File: src/hw/rtl/idrr_pkg.sv
// ----------------------------------------------------------------------------
// idrr_pkg
// Types and constants of the int8 dense / ReLU / requantize block.
// ----------------------------------------------------------------------------
package idrr_pkg;

    localparam int LANES    = 4;
    localparam int ACT_W    = 8;
    localparam int PROD_W   = 2 * ACT_W;
    localparam int ACC_W    = 32;
    localparam int COEF_W   = 32;
    localparam int NL_W     = 3;
    localparam int CLAMP_W  = 7;
    localparam int MUL_W    = ACC_W + COEF_W;
    localparam int FRAC_W   = 24;    // scale is Q8.24
    localparam int BIAS_SH  = 8;     // Q16.16 -> Q.24

    localparam logic [CLAMP_W-1:0] CLAMP_RESET = 7'd127;

    // slave tdata layout, lowest bit first
    localparam int ACT_LSB   = 0;
    localparam int WT_LSB    = ACT_LSB + LANES * ACT_W;
    localparam int NL_LSB    = WT_LSB + LANES * ACT_W;
    localparam int SCALE_LSB = NL_LSB + NL_W;
    localparam int BIAS_LSB  = SCALE_LSB + COEF_W;
    localparam int S_RAW_W   = BIAS_LSB + COEF_W;
    localparam int S_TDATA_W = ((S_RAW_W + 7) / 8) * 8;
    localparam int M_TDATA_W = ((CLAMP_W + 7) / 8) * 8;

    typedef logic signed [PROD_W-1:0] t_prod;

    // finished dot product handed to the requantizer
    typedef struct packed {
        logic signed [ACC_W-1:0]  acc;
        logic signed [COEF_W-1:0] scale;
        logic signed [COEF_W-1:0] bias;
    } t_req;

endpackage

File: src/hw/rtl/idrr_lane.sv
// ----------------------------------------------------------------------------
// idrr_lane
// One multiply lane: registered signed 8x8 product, zero when the lane is off.
// ----------------------------------------------------------------------------
module idrr_lane (
    input  logic                             i_clk,
    input  logic                             i_en,
    input  logic                             i_active,
    input  logic signed [idrr_pkg::ACT_W-1:0] i_act,
    input  logic signed [idrr_pkg::ACT_W-1:0] i_wt,
    output idrr_pkg::t_prod                  o_prod
);
    import idrr_pkg::*;

    t_prod r_prod;
    t_prod n_prod;

    always_comb begin
        n_prod = i_active ? t_prod'(i_act * i_wt) : '0;
    end

    always_ff @(posedge i_clk) begin
        if (i_en) begin
            r_prod <= n_prod;
        end
    end

    assign o_prod = r_prod;

endmodule

File: src/hw/rtl/idrr_merge.sv
// ----------------------------------------------------------------------------
// idrr_merge
// Sums the lane products into the running accumulator; on the last
// transaction of a neuron hands the total on and clears the accumulator.
// ----------------------------------------------------------------------------
module idrr_merge (
    input  logic                 i_clk,
    input  logic                 i_rst_n,
    input  logic                 i_valid,
    output logic                 o_ready,
    input  idrr_pkg::t_prod      i_prods [idrr_pkg::LANES],
    input  logic                 i_last,
    input  logic signed [idrr_pkg::COEF_W-1:0] i_scale,
    input  logic signed [idrr_pkg::COEF_W-1:0] i_bias,
    output logic                 o_valid,
    input  logic                 i_ready,
    output idrr_pkg::t_req       o_req
);
    import idrr_pkg::*;

    logic signed [ACC_W-1:0] r_acc;
    logic signed [ACC_W-1:0] n_acc;
    logic signed [ACC_W-1:0] lane_sum;
    logic                    r_vld;
    t_req                    r_req;
    logic                    take;

    always_comb begin
        lane_sum = '0;
        for (int i = 0; i < LANES; i++) begin
            lane_sum = lane_sum + {{(ACC_W-PROD_W){i_prods[i][PROD_W-1]}}, i_prods[i]};
        end
        n_acc = r_acc + lane_sum;   // wraps mod 2^32
    end

    assign o_ready = !r_vld || i_ready;
    assign take    = i_valid && o_ready;

    always_ff @(posedge i_clk) begin
        if (!i_rst_n) begin
            r_acc <= '0;
            r_vld <= 1'b0;
        end else begin
            // a new total replaces the one leaving in the same cycle
            if (take && i_last) begin
                r_vld <= 1'b1;
            end else if (i_ready) begin
                r_vld <= 1'b0;
            end
            if (take) begin
                if (i_last) begin
                    r_acc <= '0;
                end else begin
                    r_acc <= n_acc;
                end
            end
        end
    end

    always_ff @(posedge i_clk) begin
        if (take && i_last) begin
            r_req.acc   <= n_acc;
            r_req.scale <= i_scale;
            r_req.bias  <= i_bias;
        end
    end

    assign o_valid = r_vld;
    assign o_req   = r_req;

endmodule

File: src/hw/rtl/idrr_requant.sv
// ----------------------------------------------------------------------------
// idrr_requant
// Scale multiply, bias add, floor and clamp to 0..clamp_max, two stages.
// ----------------------------------------------------------------------------
module idrr_requant (
    input  logic                          i_clk,
    input  logic                          i_rst_n,
    input  logic                          i_valid,
    output logic                          o_ready,
    input  idrr_pkg::t_req                i_req,
    input  logic [idrr_pkg::CLAMP_W-1:0]  i_clamp_max,
    output logic                          o_valid,
    input  logic                          i_ready,
    output logic [idrr_pkg::CLAMP_W-1:0]  o_value
);
    import idrr_pkg::*;

    // multiply stage
    logic                     r_m_vld;
    logic signed [MUL_W-1:0]  r_mul;
    logic signed [COEF_W-1:0] r_bias;
    // output stage
    logic                     r_o_vld;
    logic [CLAMP_W-1:0]       r_o_val;
    logic [CLAMP_W-1:0]       n_o_val;

    logic                     m_ready;
    logic                     o_stage_ready;
    logic signed [MUL_W-1:0]  total;

    assign o_stage_ready = !r_o_vld || i_ready;
    assign m_ready       = !r_m_vld || o_stage_ready;
    assign o_ready       = m_ready;

    always_comb begin
        total = r_mul + {{(MUL_W-COEF_W-BIAS_SH){r_bias[COEF_W-1]}}, r_bias, {BIAS_SH{1'b0}}};
        if (total[MUL_W-1]) begin
            n_o_val = '0;           // any negative value, fractions included
        end else if ((|total[MUL_W-2:FRAC_W+CLAMP_W])
                     || (total[FRAC_W+CLAMP_W-1:FRAC_W] > i_clamp_max)) begin
            n_o_val = i_clamp_max;
        end else begin
            n_o_val = total[FRAC_W+CLAMP_W-1:FRAC_W];
        end
    end

    always_ff @(posedge i_clk) begin
        if (!i_rst_n) begin
            r_m_vld <= 1'b0;
            r_o_vld <= 1'b0;
        end else begin
            if (m_ready) begin
                r_m_vld <= i_valid;
            end
            if (o_stage_ready) begin
                r_o_vld <= r_m_vld;
            end
        end
    end

    always_ff @(posedge i_clk) begin
        if (m_ready && i_valid) begin
            r_mul  <= i_req.acc * i_req.scale;
            r_bias <= i_req.bias;
        end
        if (o_stage_ready && r_m_vld) begin
            r_o_val <= n_o_val;
        end
    end

    assign o_valid = r_o_vld;
    assign o_value = r_o_val;

endmodule

File: src/hw/rtl/int8_dense_relu_requant.sv
// ----------------------------------------------------------------------------
// int8_dense_relu_requant
// One output neuron of a quantized int8 fully connected layer with ReLU/ReLU6.
// ----------------------------------------------------------------------------
// Takes one transaction per clock unless stalled: four signed 8-bit
// activation/weight pairs (lanes_valid of them used), multiplied in four
// parallel lanes and summed into a 32-bit wrapping accumulator in the merge
// stage. On a tlast transaction the total is multiplied by the Q8.24 scale,
// the Q16.16 bias is added, and the floored value is clamped to 0..clamp_max;
// the result passes the lane, merge, multiply and output registers to the
// master side. The accumulator clears on tlast, so the next neuron may follow
// directly. clamp_max resets to 127 and is written through the cfg channel,
// which is always ready; write it only while no result is pending.
module int8_dense_relu_requant (
    input  logic                                i_clk,
    input  logic                                i_rst_n,
    // act0..act3, wt0..wt3, lanes_valid[2:0], scale[31:0], bias[31:0], zero pad
    input  logic [idrr_pkg::S_TDATA_W-1:0]      i_s_axis_tdata,
    input  logic                                i_s_axis_tlast,
    input  logic                                i_s_axis_tvalid,
    output logic                                o_s_axis_tready,
    // out_value[6:0], zero pad
    output logic [idrr_pkg::M_TDATA_W-1:0]      o_m_axis_tdata,
    output logic                                o_m_axis_tvalid,
    input  logic                                i_m_axis_tready,
    input  logic                                i_cfg_valid,
    output logic                                o_cfg_ready,
    input  logic [idrr_pkg::CLAMP_W-1:0]        i_cfg_data
);
    import idrr_pkg::*;

    logic [CLAMP_W-1:0]       r_clamp_max;

    // lane stage
    logic                     r_s0_vld;
    logic                     r_s0_last;
    logic signed [COEF_W-1:0] r_s0_scale;
    logic signed [COEF_W-1:0] r_s0_bias;
    logic                     s0_ready;
    logic                     s0_load;
    logic [NL_W-1:0]          lanes_valid;
    t_prod                    prods [LANES];

    logic                     mg_ready;
    logic                     mg_valid;
    t_req                     mg_req;
    logic                     rq_ready;
    logic [CLAMP_W-1:0]       rq_value;

    assign o_cfg_ready = 1'b1;

    always_ff @(posedge i_clk) begin
        if (!i_rst_n) begin
            r_clamp_max <= CLAMP_RESET;
        end else if (i_cfg_valid) begin
            r_clamp_max <= i_cfg_data;
        end
    end

    assign lanes_valid     = i_s_axis_tdata[NL_LSB +: NL_W];
    assign s0_ready        = !r_s0_vld || mg_ready;
    assign s0_load         = i_s_axis_tvalid && s0_ready;
    assign o_s_axis_tready = s0_ready;

    always_ff @(posedge i_clk) begin
        if (!i_rst_n) begin
            r_s0_vld <= 1'b0;
        end else if (s0_ready) begin
            r_s0_vld <= i_s_axis_tvalid;
        end
    end

    always_ff @(posedge i_clk) begin
        if (s0_load) begin
            r_s0_last  <= i_s_axis_tlast;
            r_s0_scale <= i_s_axis_tdata[SCALE_LSB +: COEF_W];
            r_s0_bias  <= i_s_axis_tdata[BIAS_LSB +: COEF_W];
        end
    end

    for (genvar g = 0; g < LANES; g++) begin : g_lane
        idrr_lane u_lane (
            .i_clk    (i_clk),
            .i_en     (s0_load),
            // counts above LANES saturate naturally
            .i_active (lanes_valid > NL_W'(g)),
            .i_act    (i_s_axis_tdata[ACT_LSB + g*ACT_W +: ACT_W]),
            .i_wt     (i_s_axis_tdata[WT_LSB + g*ACT_W +: ACT_W]),
            .o_prod   (prods[g])
        );
    end

    idrr_merge u_merge (
        .i_clk   (i_clk),
        .i_rst_n (i_rst_n),
        .i_valid (r_s0_vld),
        .o_ready (mg_ready),
        .i_prods (prods),
        .i_last  (r_s0_last),
        .i_scale (r_s0_scale),
        .i_bias  (r_s0_bias),
        .o_valid (mg_valid),
        .i_ready (rq_ready),
        .o_req   (mg_req)
    );

    idrr_requant u_requant (
        .i_clk       (i_clk),
        .i_rst_n     (i_rst_n),
        .i_valid     (mg_valid),
        .o_ready     (rq_ready),
        .i_req       (mg_req),
        .i_clamp_max (r_clamp_max),
        .o_valid     (o_m_axis_tvalid),
        .i_ready     (i_m_axis_tready),
        .o_value     (rq_value)
    );

    assign o_m_axis_tdata = {{(M_TDATA_W-CLAMP_W){1'b0}}, rq_value};

endmodule

File: config.mk
export PLATFORM = sky130hd
export DESIGN_NAME = int8_dense_relu_requant
export DESIGN_NICKNAME = d
export VERILOG_FILES = /design/src/hw/rtl/idrr_pkg.sv /design/src/hw/rtl/idrr_lane.sv /design/src/hw/rtl/idrr_merge.sv /design/src/hw/rtl/idrr_requant.sv /design/src/hw/rtl/int8_dense_relu_requant.sv
export SDC_FILE = /design/constraint.sdc
export NUM_CORES = 2
export LEC_CHECK = 0
export BUFFER_PORTS_ARGS = -buffer_cell sky130_fd_sc_hd__buf_2
export CAP_MARGIN = 0
export CORE_MARGIN = 2
export CORE_UTILIZATION = 65
export CTS_CLUSTER_SIZE = 25
export DETAILED_ROUTE_END_ITERATION = 10
export PLACE_DENSITY = 0.91
export SKIP_LAST_GASP = 1
export SYNTH_ARGS = -nofsm -noshare
export SYNTH_HDL_FRONTEND = slang
export SYNTH_SLANG_ARGS = --single-unit
File: constraint.sdc
create_clock -name i_clk -period 9.8 [get_ports i_clk]
set_clock_uncertainty 0.1 [all_clocks]
set_input_delay 0.49 -clock i_clk [delete_from_list [all_inputs] [get_ports i_clk]]
set_output_delay 0.49 -clock i_clk [all_outputs]
set_load 0.01 [all_outputs]
==> flow_metrics.py <==
metrics = {
    "setup_path": {
        "critical_path_class": "flip-flop to flip-flop",
        "cp_num_buf_inv": 3,
        "critPathSlowestCell": "edfxtp_1",
        "crit_start": "u_merge.o_req[43]",
        "crit_end": "u_requant.r_mul[63]",
        "cp_common_cell": "fa_1",
        "cp_max_fo": 24,
        "rr_startpoint": "u_merge.o_req[43]",
        "worstReg2RegEnd": "u_requant.r_mul[63]",
        "cp.arrival_ps": 9600,
        "cpPeakStageDelay_ps": 1120,
        "worstSetupEndpointType": "flip-flop",
        "crit_required_ps": 10010,
        "start_kind": "flip-flop",
        "path_depth": 24,
        "reg2reg_depth": 24,
        "crit_chain": "nand2_1 > fa_1 > fa_1 > fa_1 > fa_1 > inv_1 > fa_1 > fa_1 > fa_1 > fa_1 > ha_1 > inv_1 > o21bai_1 > a21oi_1 > o21ai_0 > a221o_1 > nor4_1 > buf_4 > nor3_1 > o211ai_1 > a31o_2 > o21bai_1 > a21o_1 > xnor2_1",
        "path_delay_family": "adder cells",
        "r2r_slack_ps": 410,
    },
    "clocking": {
        "cts_tree": "yes",
        "clockBufferDepth": 3,
        "clkSinkCount": 363,
        "cts_buffers": 42,
        "path_clk_slew_ps": 60,
        "post-cts-setup-buffers": 0,
        "htreeDepth": 2,
        "insertion_delay_ps": 620,
        "cts-root-buf": "clkbuf_16",
    },
    "timing": {
        "tns_ps": 0,
        "max_freq_ghz": 0.1065,
        "grt_setup_unrepaired": "false",
        "fin_crit_sh": 0.9578,
        "finalSetupViolations": 0,
        "final.min_clock_period_ps": 9387,
        "fin_ws_ps": 413.1,
        "slew_violations": 0,
        "slew_headroom": 0.1070,
        "tightest_slew_ps": 1330,
        "final_hold_viol_count": 0,
    },
    "logic_synthesis": {
        "synth.distinct_cells": 84,
        "syn_nets": 8064,
        "synthArstFlopShare": 0,
        "yosys.area_share.xor_xnor": 0.02394,
        "synth_seq_cells": 363,
        "synth_top_area_frac": 0.4320,
        "syn_area_um2": 62560,
        "synth.area.top_cells": "fa_1 43%, edfxtp_1 15%, ha_1 8.1%, inv_1 8.0%, and2_1 6.8%",
        "syn_inst": 6160,
        "yosys_warnings": 0,
        "yosys.area.top_type": "fa_1",
        "synth_mux_area_frac": 0.002360,
        "synth_top_family_by_area": "adder cells",
        "synth_compound_area_frac": 0.05474,
        "yosys.area_share.simple": 0.1444,
        "synth_top_flop_cell": "edfxtp_1",
        "synth-edff-count": 320,
        "synth-seq-area-share": 0.1673,
        "synth_fa_ha_area_frac": 0.5130,
        "avgSynthCellArea_um2": 10.16,
    },
    "route": {
        "drc_errors": 0,
        "antenna_left": 0,
        "routed_wirelength_um": 159000,
        "first_iter_violations": 4184,
        "via_count": 45214,
        "dr.pass1.iters": 6,
        "wl_per_cell_um": 20.89,
        "viasPerCell": 5.941,
    },
    "placed_design": {
        "portBuffers": 152,
        "place_congestion": 0.9816,
        "placed_cells": 7463,
        "post-dp-hpwl_um": 126300,
        "pre_cts_ws_ps": 637.7,
    },
    "flow_run": {
        "drv_cap": 0,
    },
    "layout": {
        "layout.nets": 8211,
        "fin_cells": 7611,
        "area_delta_synth_final_pct": 7.314,
        "fillCellCount": 6055,
        "final_cell_mix": "1350 x fa_1, 1335 x inv_1, 682 x and2_1, 646 x nand2_1, 405 x ha_1",
        "final_util": 0.7056,
        "drive_gt1_frac": 0.05741,
        "mostFrequentLayoutCell": "fa_1",
    },
    "global_routing": {
        "grt_pass1_wl_um": 256900,
        "antenna_found_initial": 8,
        "grt.busiest_layer": "met2",
        "grtUsageMet2": 0.5600,
        "met3_usage": 0.06772,
        "grt_use_total": 0.3342,
        "grt_start_max_net_pins": 78,
        "met1_usage": 0.3955,
        "grt_pass1_vias": 50655,
        "grt_overflow_total": 0,
    },
    "floorplan": {
        "start_util": 0.6575,
        "rows": 113,
        "core_area_um2": 95150,
        "io_pins": 160,
        "dieWidth_um": 314.2,
        "die_h_um": 314.2,
        "die_area_um2": 98750,
    },
    "min_path": {
        "worstHoldPathCells": 3,
        "hp-class": "input pin to flip-flop",
    },
    "outcome": {
        "status": "completed",
    },
}
[area by class of cell]
class | count | area [um2] | share of cell area
well taps | 1265 | 1583 | 0.02357
diodes | 6 | 15.01 | 0.0002236
repair buffers | 332 | 2325 | 0.03463
clock inverters | 29 | 400.4 | 0.005963
inverters | 1336 | 5015 | 0.07469
multi-input cells | 4232 | 46230 | 0.6885
flip-flops and latches | 363 | 10470 | 0.1559
clock buffers | 48 | 1105 | 0.01646
[worst min-delay path, cell delays in order]
cell and delay (ps):
buf_2 70, nand2_1 40, o211ai_1 70
[cell usage after synthesis, types with 28 or more instances]
master and instances:
dfxtp_1 43, fa_1 1350, a21oi_1 162, nand3_1 33, o21bai_1 30, inv_1 1335
xnor2_1 125, a21o_1 46, clkbuf_1 221, nor2b_1 87, a22oi_1 28, nand2b_1 41
and2_1 683, ha_1 405, xor2_1 46, nand2_1 646, edfxtp_1 320, nor2_1 145
o21ai_0 92, nor3_1 45, o21a_1 47
[what timing repair did]
action | CTS | global route
gates resized for setup | 0 | 0
hold endpoints to repair | 65 | 0
hold buffers | 65 | 0
[metal layers]
metal	vias up	routed length, um
met3	858	15270
met4	16	11900
li1	18994	-
met5	-	290
met2	2755	78180
met1	22591	53390
[how the worst min path moves through the flow]
| stage | from | to | slack, ps |
|---|---|---|---|
| finish | i_cfg_data[6] | r_clamp_max[6] | 10 |
| global route | i_cfg_data[1] | r_clamp_max[1] | 30 |
| CTS | i_cfg_data[0] | r_clamp_max[0] | 1 |
| detailed placement | r_s0_bias[13] | u_merge.o_req[13] | 300 |
| global placement | r_s0_bias[14] | u_merge.o_req[14] | 300 |
| floorplan | r_s0_bias[0] | u_merge.o_req[0] | 300 |
[stage by stage]
stage	instance area [um2]	hold slack [ps]
after detailed placement	64970	304.5
after global routing	67130	33.32
after floorplan	62560	300.3
after global placement	64970	303.3
final	67140	14.43
after CTS	67120	1.138
[state kept, by name, summed over array words and instances, names as in the netlist]
signal / cells
g_lane.u_lane.o_prod: 64
r_clamp_max: 7
r_s0_bias: 32
r_s0_last: 1
r_s0_scale: 32
r_s0_vld: 1
u_merge.o_req: 96
u_merge.o_valid: 1
u_merge.r_acc: 32
u_requant.o_valid: 1
u_requant.o_value: 7
u_requant.r_bias: 32
u_requant.r_m_vld: 1
u_requant.r_mul: 56
[logic make-up after synthesis]
family	Yosys count
AOI/OAI and AO/OA	525
muxes	14
DFF	363
and+or+nand+nor	1765
xor gates and xnor gates	171
adders and majority gates	1755
buffers and inverters	1565
other	2
Power is left out: the tool's default activity adds up to more than one toggle a clock period on the data nets, which glitch-free logic cannot reach.
